--- config.mk ---
export PLATFORM = sky130hd
export DESIGN_NAME = nearest_reference_color_classifier_top
export DESIGN_NICKNAME = d
export VERILOG_FILES = /design/src/hw/rtl/nrcc_pkg.sv /design/src/hw/rtl/nrcc_regs.sv /design/src/hw/rtl/nrcc_ctrl.sv /design/src/hw/rtl/nrcc_dp.sv /design/src/hw/rtl/nearest_reference_color_classifier_top.sv
export SDC_FILE = /design/constraint.sdc
export NUM_CORES = 2
export LEC_CHECK = 0
export ABC_CLOCK_PERIOD_IN_PS = 9680
export BUFFER_PORTS_ARGS = -buffer_cell sky130_fd_sc_hd__buf_2
export CORE_ASPECT_RATIO = 1.75
export CORE_MARGIN = 2
export CORE_UTILIZATION = 55
export DETAILED_ROUTE_END_ITERATION = 12
export PLACE_DENSITY = 0.74
export SKIP_CTS_REPAIR_TIMING = 1
export SYNTH_ARGS = -nofsm -noshare
export SYNTH_HDL_FRONTEND = slang
export SYNTH_SLANG_ARGS = --single-unit
--- constraint.sdc ---
create_clock -name clk -period 9.68 [get_ports clk]
set_input_delay 0.484 -clock clk [delete_from_list [all_inputs] [get_ports clk]]
set_output_delay 0.484 -clock clk [all_outputs]
set_load 0.005 [all_outputs]
--- src/hw/rtl/nrcc_pkg.sv ---
package nrcc_pkg;

	// default table geometry
	localparam int NRCC_NUM_COLORS = 12;
	localparam int NRCC_NUM_SIDES  = 2;

	// field widths
	localparam int CHAN_W  = 16;
	localparam int COLOR_W = 4;
	localparam int DIST_W  = 34;
	localparam int SQ_W    = 2 * CHAN_W;
	localparam int ENTRY_W = 3 * CHAN_W;
	localparam int LUMA_W  = 26;

	// stream and register port widths
	localparam int S_TDATA_W = 56;
	localparam int S_TUSER_W = 2;
	localparam int M_TDATA_W = 56;
	localparam int M_TUSER_W = 1;
	localparam int APB_DATA_W = 64;
	localparam int APB_ADDR_W = 4;

	// luminance weights, result scaled by 1/1024
	localparam int LUMA_R = 218;
	localparam int LUMA_G = 732;
	localparam int LUMA_B = 74;
	localparam int LUMA_SHIFT = 10;

	// register reset values
	localparam logic [DIST_W-1:0]  MATCH_LIMIT_RST = DIST_W'(1000000000);
	localparam logic [COLOR_W-1:0] FALLBACK_RST    = COLOR_W'(11);

	// register indexes
	localparam logic REG_MATCH_LIMIT = 1'b0;
	localparam logic REG_FALLBACK    = 1'b1;

	// request kinds
	localparam logic REQ_STORE    = 1'b0;
	localparam logic REQ_CLASSIFY = 1'b1;

	typedef struct packed {
		logic accept;
		logic scan_en;
		logic load_out;
	} nrcc_cmd_t;

	typedef struct packed {
		logic issue_last;
		logic scan_done;
		logic out_free;
	} nrcc_sts_t;

endpackage

--- src/hw/rtl/nrcc_regs.sv ---
module nrcc_regs
	import nrcc_pkg::*;
(
	input  logic                  clk,
	input  logic                  arst_n,
	input  logic                  psel,
	input  logic                  penable,
	input  logic                  pwrite,
	input  logic [APB_ADDR_W-1:0] paddr,
	input  logic [APB_DATA_W-1:0] pwdata,
	output logic [APB_DATA_W-1:0] prdata,
	output logic                  pready,
	output logic [DIST_W-1:0]     match_limit,
	output logic [COLOR_W-1:0]    fallback_color
);

	logic                wr_en;
	logic                reg_sel;
	logic [DIST_W-1:0]   match_limit_q;
	logic [COLOR_W-1:0]  fallback_q;

	assign pready  = 1'b1;
	assign wr_en   = psel && penable && pwrite && pready;
	// registers sit 8 bytes apart
	assign reg_sel = paddr[3];

	always_ff @(posedge clk or negedge arst_n) begin
		if (!arst_n) begin
			match_limit_q <= MATCH_LIMIT_RST;
			fallback_q    <= FALLBACK_RST;
		end else if (wr_en) begin
			unique case (reg_sel)
				REG_MATCH_LIMIT: match_limit_q <= pwdata[DIST_W-1:0];
				REG_FALLBACK:    fallback_q    <= pwdata[COLOR_W-1:0];
				default: ;
			endcase
		end
	end

	always_comb begin
		unique case (reg_sel)
			REG_MATCH_LIMIT: prdata = {{(APB_DATA_W-DIST_W){1'b0}}, match_limit_q};
			REG_FALLBACK:    prdata = {{(APB_DATA_W-COLOR_W){1'b0}}, fallback_q};
			default:         prdata = '0;
		endcase
	end

	assign match_limit    = match_limit_q;
	assign fallback_color = fallback_q;

endmodule

--- src/hw/rtl/nrcc_ctrl.sv ---
module nrcc_ctrl
	import nrcc_pkg::*;
(
	input  logic      clk,
	input  logic      arst_n,
	input  logic      s_tvalid,
	input  logic      req_type,
	output logic      s_tready,
	input  nrcc_sts_t sts,
	output nrcc_cmd_t cmd
);

	localparam logic [1:0] ST_IDLE   = 2'd0;
	localparam logic [1:0] ST_SCAN   = 2'd1;
	localparam logic [1:0] ST_DRAIN  = 2'd2;
	localparam logic [1:0] ST_FINISH = 2'd3;

	logic [1:0] state_q;
	logic [1:0] state_d;

	assign s_tready = (state_q == ST_IDLE);

	always_comb begin
		state_d      = state_q;
		cmd.accept   = 1'b0;
		cmd.scan_en  = 1'b0;
		cmd.load_out = 1'b0;
		unique case (state_q)
			ST_IDLE: begin
				cmd.accept = s_tvalid;
				if (s_tvalid) begin
					state_d = (req_type == REQ_CLASSIFY) ? ST_SCAN : ST_FINISH;
				end
			end
			ST_SCAN: begin
				cmd.scan_en = 1'b1;
				if (sts.issue_last) begin
					state_d = ST_DRAIN;
				end
			end
			ST_DRAIN: begin
				// wait for the last entry to leave the distance pipeline
				if (sts.scan_done) begin
					state_d = ST_FINISH;
				end
			end
			ST_FINISH: begin
				cmd.load_out = sts.out_free;
				if (sts.out_free) begin
					state_d = ST_IDLE;
				end
			end
			default: state_d = ST_IDLE;
		endcase
	end

	always_ff @(posedge clk or negedge arst_n) begin
		if (!arst_n) begin
			state_q <= ST_IDLE;
		end else begin
			state_q <= state_d;
		end
	end

endmodule

--- src/hw/rtl/nrcc_dp.sv ---
module nrcc_dp
	import nrcc_pkg::*;
#(
	parameter int NUM_COLORS = NRCC_NUM_COLORS,
	parameter int NUM_SIDES  = NRCC_NUM_SIDES
) (
	input  logic                 clk,
	input  logic                 arst_n,
	input  nrcc_cmd_t            cmd,
	output nrcc_sts_t            sts,
	input  logic                 req_type,
	input  logic                 table_side,
	input  logic [COLOR_W-1:0]   color_index,
	input  logic [CHAN_W-1:0]    red,
	input  logic [CHAN_W-1:0]    green,
	input  logic [CHAN_W-1:0]    blue,
	input  logic [DIST_W-1:0]    match_limit,
	input  logic [COLOR_W-1:0]   fallback_color,
	output logic                 m_tvalid,
	input  logic                 m_tready,
	output logic [M_TDATA_W-1:0] m_tdata,
	output logic [M_TUSER_W-1:0] m_tuser
);

	localparam int CIW   = $clog2(NUM_COLORS);
	localparam int SW    = (NUM_SIDES > 1) ? $clog2(NUM_SIDES) : 1;
	localparam int AW    = SW + CIW;
	localparam int DEPTH = 1 << AW;

	// request held for the whole transaction
	logic                req_q;
	logic [SW-1:0]       side_q;
	logic [COLOR_W-1:0]  idx_q;
	logic [CHAN_W-1:0]   red_q;
	logic [CHAN_W-1:0]   green_q;
	logic [CHAN_W-1:0]   blue_q;

	logic [SW-1:0]       side_sel;
	logic [CIW+3:0]      widx_ext;
	logic [AW-1:0]       waddr;
	logic                store_wr;

	logic [ENTRY_W-1:0]  mem [DEPTH];
	logic [DEPTH-1:0]    written_q;

	logic [CIW-1:0]      cnt_q;
	logic [AW-1:0]       raddr;

	// scan pipeline
	logic                v_s1, v_s2, v_s3;
	logic                last_s1, last_s2, last_s3;
	logic                wr_s1, wr_s2, wr_s3;
	logic [CIW-1:0]      idx_s1, idx_s2, idx_s3;
	logic [ENTRY_W-1:0]  rd_s1;
	logic [CHAN_W-1:0]   ref_r, ref_g, ref_b;
	logic [CHAN_W-1:0]   dr_s2, dg_s2, db_s2;
	logic [SQ_W-1:0]     sqr_s3, sqg_s3, sqb_s3;
	logic [DIST_W-1:0]   dist_sum;

	logic [DIST_W-1:0]   best_q;
	logic [CIW-1:0]      best_idx_q;
	logic                best_wr_q;
	logic [CIW+3:0]      bidx_ext;

	logic [LUMA_W-1:0]   luma_sum;
	logic                out_valid_q;
	logic [COLOR_W-1:0]  out_color_q;
	logic                out_nomatch_q;
	logic [DIST_W-1:0]   out_dist_q;
	logic [CHAN_W-1:0]   out_bright_q;

	// a side beyond the table count maps to the last side
	assign side_sel = (32'(table_side) >= NUM_SIDES) ? SW'(NUM_SIDES - 1) : SW'(table_side);
	assign widx_ext = {{CIW{1'b0}}, color_index};
	assign waddr    = {side_sel, widx_ext[CIW-1:0]};
	assign store_wr = cmd.accept && (req_type == REQ_STORE) && (32'(color_index) < NUM_COLORS);
	assign raddr    = {side_q, cnt_q};

	always_ff @(posedge clk) begin
		if (cmd.accept) begin
			req_q   <= req_type;
			side_q  <= side_sel;
			idx_q   <= color_index;
			red_q   <= red;
			green_q <= green;
			blue_q  <= blue;
		end
	end

	always_ff @(posedge clk) begin
		if (store_wr) begin
			mem[waddr] <= {blue, green, red};
		end
	end

	always_ff @(posedge clk) begin
		if (cmd.scan_en) begin
			rd_s1 <= mem[raddr];
		end
	end

	always_ff @(posedge clk or negedge arst_n) begin
		if (!arst_n) begin
			written_q <= '0;
			cnt_q     <= '0;
			v_s1      <= 1'b0;
			v_s2      <= 1'b0;
			v_s3      <= 1'b0;
		end else begin
			if (store_wr) begin
				written_q[waddr] <= 1'b1;
			end
			if (cmd.accept) begin
				cnt_q <= '0;
			end else if (cmd.scan_en) begin
				cnt_q <= cnt_q + 1'b1;
			end
			v_s1 <= cmd.scan_en;
			v_s2 <= v_s1;
			v_s3 <= v_s2;
		end
	end

	// entries never written read as zero
	assign ref_r = wr_s1 ? rd_s1[CHAN_W-1:0]          : '0;
	assign ref_g = wr_s1 ? rd_s1[2*CHAN_W-1:CHAN_W]   : '0;
	assign ref_b = wr_s1 ? rd_s1[3*CHAN_W-1:2*CHAN_W] : '0;

	always_ff @(posedge clk) begin
		idx_s1  <= cnt_q;
		last_s1 <= sts.issue_last;
		wr_s1   <= written_q[raddr];

		idx_s2  <= idx_s1;
		last_s2 <= last_s1;
		wr_s2   <= wr_s1;
		dr_s2   <= (red_q   >= ref_r) ? red_q   - ref_r : ref_r - red_q;
		dg_s2   <= (green_q >= ref_g) ? green_q - ref_g : ref_g - green_q;
		db_s2   <= (blue_q  >= ref_b) ? blue_q  - ref_b : ref_b - blue_q;

		idx_s3  <= idx_s2;
		last_s3 <= last_s2;
		wr_s3   <= wr_s2;
		sqr_s3  <= dr_s2 * dr_s2;
		sqg_s3  <= dg_s2 * dg_s2;
		sqb_s3  <= db_s2 * db_s2;
	end

	assign dist_sum = DIST_W'(sqr_s3) + DIST_W'(sqg_s3) + DIST_W'(sqb_s3);

	// strict less-than keeps the lowest index on a tie
	always_ff @(posedge clk) begin
		if (v_s3 && ((idx_s3 == '0) || (dist_sum < best_q))) begin
			best_q     <= dist_sum;
			best_idx_q <= idx_s3;
			best_wr_q  <= wr_s3;
		end
	end

	assign sts.issue_last = (cnt_q == CIW'(NUM_COLORS - 1));
	assign sts.scan_done  = v_s3 && last_s3;
	assign sts.out_free   = !out_valid_q || m_tready;

	assign bidx_ext = {4'b0000, best_idx_q};
	assign luma_sum = LUMA_W'(red_q) * LUMA_W'(LUMA_R) + LUMA_W'(green_q) * LUMA_W'(LUMA_G)
	                + LUMA_W'(blue_q) * LUMA_W'(LUMA_B);

	always_ff @(posedge clk) begin
		if (cmd.load_out) begin
			out_bright_q <= luma_sum[LUMA_SHIFT+CHAN_W-1:LUMA_SHIFT];
			if (req_q == REQ_STORE) begin
				out_color_q   <= idx_q;
				out_nomatch_q <= 1'b0;
				out_dist_q    <= '0;
			end else if (best_q < match_limit) begin
				out_color_q   <= best_wr_q ? bidx_ext[COLOR_W-1:0] : '0;
				out_nomatch_q <= 1'b0;
				out_dist_q    <= best_q;
			end else begin
				out_color_q   <= fallback_color;
				out_nomatch_q <= 1'b1;
				out_dist_q    <= best_q;
			end
		end
	end

	always_ff @(posedge clk or negedge arst_n) begin
		if (!arst_n) begin
			out_valid_q <= 1'b0;
		end else if (cmd.load_out) begin
			out_valid_q <= 1'b1;
		end else if (m_tready) begin
			out_valid_q <= 1'b0;
		end
	end

	assign m_tvalid = out_valid_q;
	assign m_tdata  = {{(M_TDATA_W-CHAN_W-DIST_W-COLOR_W){1'b0}}, out_bright_q, out_dist_q,
	                   out_color_q};
	assign m_tuser  = out_nomatch_q;

	a_accept_pipe_empty: assert property (@(posedge clk) disable iff (!arst_n)
		cmd.accept |-> !(v_s1 || v_s2 || v_s3))
		else $error("item accepted while scan pipeline busy");

	a_no_overwrite: assert property (@(posedge clk) disable iff (!arst_n)
		cmd.load_out |-> (!out_valid_q || m_tready))
		else $error("pending result overwritten");

	a_first_entry_loads: assert property (@(posedge clk) disable iff (!arst_n)
		(v_s3 && (idx_s3 == '0)) |=> (best_q == $past(dist_sum)))
		else $error("scan did not restart from first entry");

endmodule

--- src/hw/rtl/nearest_reference_color_classifier_top.sv ---
// nearest reference color classifier
// input stream s_*: one transaction is either a store of a reference rgb entry
// (req_type 0) into the table of one sensor side, or a classify of an rgb
// sample (req_type 1) against all NUM_COLORS entries of that side.
// output stream m_*: exactly one result per input transaction, in order.
// store: after acceptance the control moves to its finish state and loads the
// result into the output register once that is free. classify: the table memory
// is read one entry per cycle through a three-stage distance pipeline; the
// result is loaded once the last entry has left the pipeline and the output
// register is free. one item is in work at a time.
// the result sits in an output register, so a new item is accepted while it
// waits; when the receiver stalls, the block holds its finished result and
// stops at the end of the next item until the register frees up.
// reset clears all table entries to zero (valid bit per entry), match_limit to
// 1000000000 and fallback_color to 11. the user must write the registers over the
// apb port only while the block is idle; the block itself does not enforce this.
module nearest_reference_color_classifier_top
	import nrcc_pkg::*;
#(
	parameter int NUM_COLORS = NRCC_NUM_COLORS,
	parameter int NUM_SIDES  = NRCC_NUM_SIDES
) (
	input  logic                  clk,
	input  logic                  arst_n,
	input  logic                  s_tvalid,
	output logic                  s_tready,
	// color_index[3:0], red[19:4], green[35:20], blue[51:36], zero fill
	input  logic [S_TDATA_W-1:0]  s_tdata,
	// req_type[0], sensor_side[1]
	input  logic [S_TUSER_W-1:0]  s_tuser,
	output logic                  m_tvalid,
	input  logic                  m_tready,
	// matched_color[3:0], best_distance[37:4], brightness[53:38], zero fill
	output logic [M_TDATA_W-1:0]  m_tdata,
	// no_match[0]
	output logic [M_TUSER_W-1:0]  m_tuser,
	input  logic                  psel,
	input  logic                  penable,
	input  logic                  pwrite,
	input  logic [APB_ADDR_W-1:0] paddr,
	input  logic [APB_DATA_W-1:0] pwdata,
	output logic [APB_DATA_W-1:0] prdata,
	output logic                  pready
);

	nrcc_cmd_t          cmd;
	nrcc_sts_t          sts;
	logic [DIST_W-1:0]  match_limit;
	logic [COLOR_W-1:0] fallback_color;

	nrcc_regs u_regs (
		.clk            (clk),
		.arst_n         (arst_n),
		.psel           (psel),
		.penable        (penable),
		.pwrite         (pwrite),
		.paddr          (paddr),
		.pwdata         (pwdata),
		.prdata         (prdata),
		.pready         (pready),
		.match_limit    (match_limit),
		.fallback_color (fallback_color)
	);

	nrcc_ctrl u_ctrl (
		.clk      (clk),
		.arst_n   (arst_n),
		.s_tvalid (s_tvalid),
		.req_type (s_tuser[0]),
		.s_tready (s_tready),
		.sts      (sts),
		.cmd      (cmd)
	);

	nrcc_dp #(
		.NUM_COLORS (NUM_COLORS),
		.NUM_SIDES  (NUM_SIDES)
	) u_dp (
		.clk            (clk),
		.arst_n         (arst_n),
		.cmd            (cmd),
		.sts            (sts),
		.req_type       (s_tuser[0]),
		.table_side     (s_tuser[1]),
		.color_index    (s_tdata[3:0]),
		.red            (s_tdata[19:4]),
		.green          (s_tdata[35:20]),
		.blue           (s_tdata[51:36]),
		.match_limit    (match_limit),
		.fallback_color (fallback_color),
		.m_tvalid       (m_tvalid),
		.m_tready       (m_tready),
		.m_tdata        (m_tdata),
		.m_tuser        (m_tuser)
	);

endmodule

==> out/qor.yml <==
period_minus_slack_ns: 7.51
grt_pass1_vias: 65400
setup_viol: 0
grt_usage_pct: 25.3
yosysWarnings: 0
die_h_um: 592
antenna_left: 0
yosysMostFrequentCell: "edfxtp_1"
reg2reg_slack_ns: 2.17
insertion_delay_ns: 0.84
cts_tree: "built"
power_frac_seq_pct: 56.1
worst_pin_slew_ns: 1.19
synth_area_mm2: 0.109
min_period_over_period_pct: 77.6
grt_busiest_layer: "met2"
drt_iter0_drc: 4497
dpl.hpwl_mm: 170
finalWirelength_mm: 252
hold_viol: 0
drc: 0
outcome: "complete, no violations"
use_met2_pct: 46.8
avgSynthCellArea_um2: 14.7
hold_class: "in -> reg"
p_leak_nw: 50.0
cts_max_level: 4
overflow: 0
sw_frac_of_total_pct: 20.2
start_kind: "flop"
slew_viol_final: 0
end_kind: "flop"
grt.met3_usage_pct: 3.33
drt-wirelength-per-cell_um: 23.4
first_pass_iters: 5
power-per-cell-area_mw_per_mm2: 141
portBuffers: 186
p_int_mw: 13.5
netlist.top_cell.by_area: "edfxtp_1"
die_x_um: 340
synth_edf_count: 1732
nets: 9476
area_growth_pct: 10.5
clkPwrFrac_pct: 41.1
cts_buffer_depth: 4
dp.cells: 10400
vias_per_cell: 5.68
critical_path_class: "reg -> reg"
ys_top_cells_by_area: "edfxtp_1 (48%), fa_1 (11%), mux4_2 (10%)"
power_switching_mw: 3.41
power_mw: 16.9
cp_slowest_stage_delay_ns: 0.49
finalWorstSetupSlack_ns: 2.17
ys_seq_area_share_pct: 52.7
fin_tns_setup_ns: 0
fp.dieArea_mm2: 0.201
root_buffer: "clkbuf_16"
synth_commonest_cells: "edfxtp_1 (1732), inv_1 (1179), ha_1 (701), fa_1 (622), mux4_2 (490)"
path_clk_slew_ns: 0.06
core_mm2: 0.196
maxCapViolCount: 0
drive_above_1_share_pct: 14.6
slew_headroom_pct: 20.4
start_util_pct: 55.4
fmax_mhz: 133
gp_congestion: 0.901
crit_path_top_delay_cell: "nand2_1"
path_max_fanout: 25
num_io_pins: 257
grt_util_met1_pct: 27.9
ys.flop_type: "edfxtp_1"
synthDistinctLibCells: 87
synth_seq_cells: 1971
dp_slack_ns: 2.14
utilization_pct: 61.2
cts_buffers: 180
grt_pass1_wl_mm: 381
postSynthCellCount: 7393
pwr-share-comb_pct: 2.8
worst-endpoint-arrival_ns: 7.99
netlist.area_leader.share_pct: 47.9
core.rowCount: 215
vdd_drop_max_mv: 0.147
path_common_cell: "a21o_1"
async_reset_ff_share_pct: 4.06
cts.sinks: 1971
fin_worst_skew_ns: 0.0622
vias: 61200
required_ns: 10.16
stdcell_count: 10800
grt_max_degree: 117
rsz0062_at_grt: "false"
antenna_found_initial: 26
-- layout make-up --
type / count / area [um^2]
Clock inverter: 87 / 788
Clock buffer: 229 / 4850
Fill cell: 14300 / 76100
Inverter: 1180 / 4430
Antenna cell: 9 / 22.5
Multi-Input combinational cell: 4407 / 47600
Tap cell: 2604 / 3260
Timing Repair Buffer: 280 / 1800
Sequential cell: 1971 / 57200
-- state kept, by name (all words and copies together) (netlist names), 31 cells and up --
signal              cells
u_dp.best_q            34
u_dp.mem             1536
u_dp.out_dist_q        34
u_dp.rd_s1             48
u_dp.sqb_s3            31
u_dp.sqg_s3            31
u_dp.sqr_s3            31
u_dp.written_q         32
u_regs.match_limit     34
-- cells by family (layout without fill, tap and decap cells) --
family	count (synthesis)	after routing	share of synthesized area, %
flops	1971	1971	52.7
buf+inv	1430	1776	5.06
fa+ha+maj	1323	1323	19.6
simple gates	1071	1071	4.79
compound gates	730	730	4.44
mux	606	606	11.3
xor+xnor	260	260	2.10
other cells	2	426	0.00692
-- path summary, 6_finish.rpt --
kind	start	endpoint	cells past startpoint
setup / recovery	u_dp.sqg_s3[3]	u_dp.best_q[7]	30
hold / removal	s_tdata[2]	u_dp.idx_q[2]	1
setup reg to reg	u_dp.sqg_s3[3]	u_dp.best_q[7]	30
hold reg to reg	u_dp.idx_s1[0]	u_dp.idx_s2[0]	0
max in group asynchronous	arst_n	u_dp.cnt_q[2]	3
min in group asynchronous	arst_n	u_regs.match_limit[5]	2
-- critical path, delay by kind of cell (launching register included) --
family / cells / cell delay (ns)
adder cells (fa/ha/maj): 3 / 1.00
buffers and inverters: 1 / 0.44
AND/OR/NAND/NOR: 7 / 1.32
AO/OA/AOI/OAI: 17 / 3.44
flip-flops: 1 / 0.30
XOR/XNOR: 2 / 0.64
-- per-layer routing --
metal	vias to the layer above	part of all wire, %
met1	31300	34
met3	631	5.7
li1	27000	-
met5	-	0.054
met4	20	6.2
met2	2140	54
-- power by group through the flow --
stage / Clock, mW / Combinational, mW / Sequential [mW]
after floorplan: 0 / 0.250 / 9.64
after global placement: 0 / 0.426 / 9.64
after detailed placement: 0 / 0.447 / 9.66
after CTS: 7.07 / 0.452 / 9.48
after global routing: 7.33 / 0.522 / 9.49
final: 6.94 / 0.474 / 9.48
-- placed cells by master (no fill, tap or decap), types with 19 or more instances in the layout --
master         synthesis  routed
edfxtp_1            1732    1732
inv_1               1179    1178
ha_1                 701     700
fa_1                 622     622
mux4_2               490     490
conb_1                 2     417
nand2_1              326     326
nor2_1               250     226
a21oi_1              225     225
clkbuf_16              0     186
buf_2                  5     185
and2_1               185     184
xnor2_1              167     167
dfxtp_1              159     158
a21o_1               151     151
xor2_1                93      93
o21ai_0               92      92
mux2_2                91      91
dfrtp_1               64      60
buf_4                 33      51
nor2b_1               48      48
nand3_1               48      48
nand2b_1              42      42
nor3_1                41      41
o21a_1                40      40
clkbuf_1             174      40
dlygate4sd3_1          0      39
or2_2                 38      38
nand4_1               33      33
clkinv_2               0      32
o21bai_1              27      27
o21ai_1               29      27
mux2i_1               25      25
nor2_4                 0      24
a31oi_1               23      23
clkinv_1               0      23
and3_1                19      19
-- stage by stage --
step | area, um^2 | hold WS, ns
2_1_floorplan | 110000 | 0.188
3_3_place_gp | 114000 | 0.311
3_5_place_dp | 114000 | 0.312
4_1_cts | 120000 | -0.431
5_1_grt | 120000 | 0.0358
6_report | 120000 | 0.0657
Power figures use the tool's default switching activity.
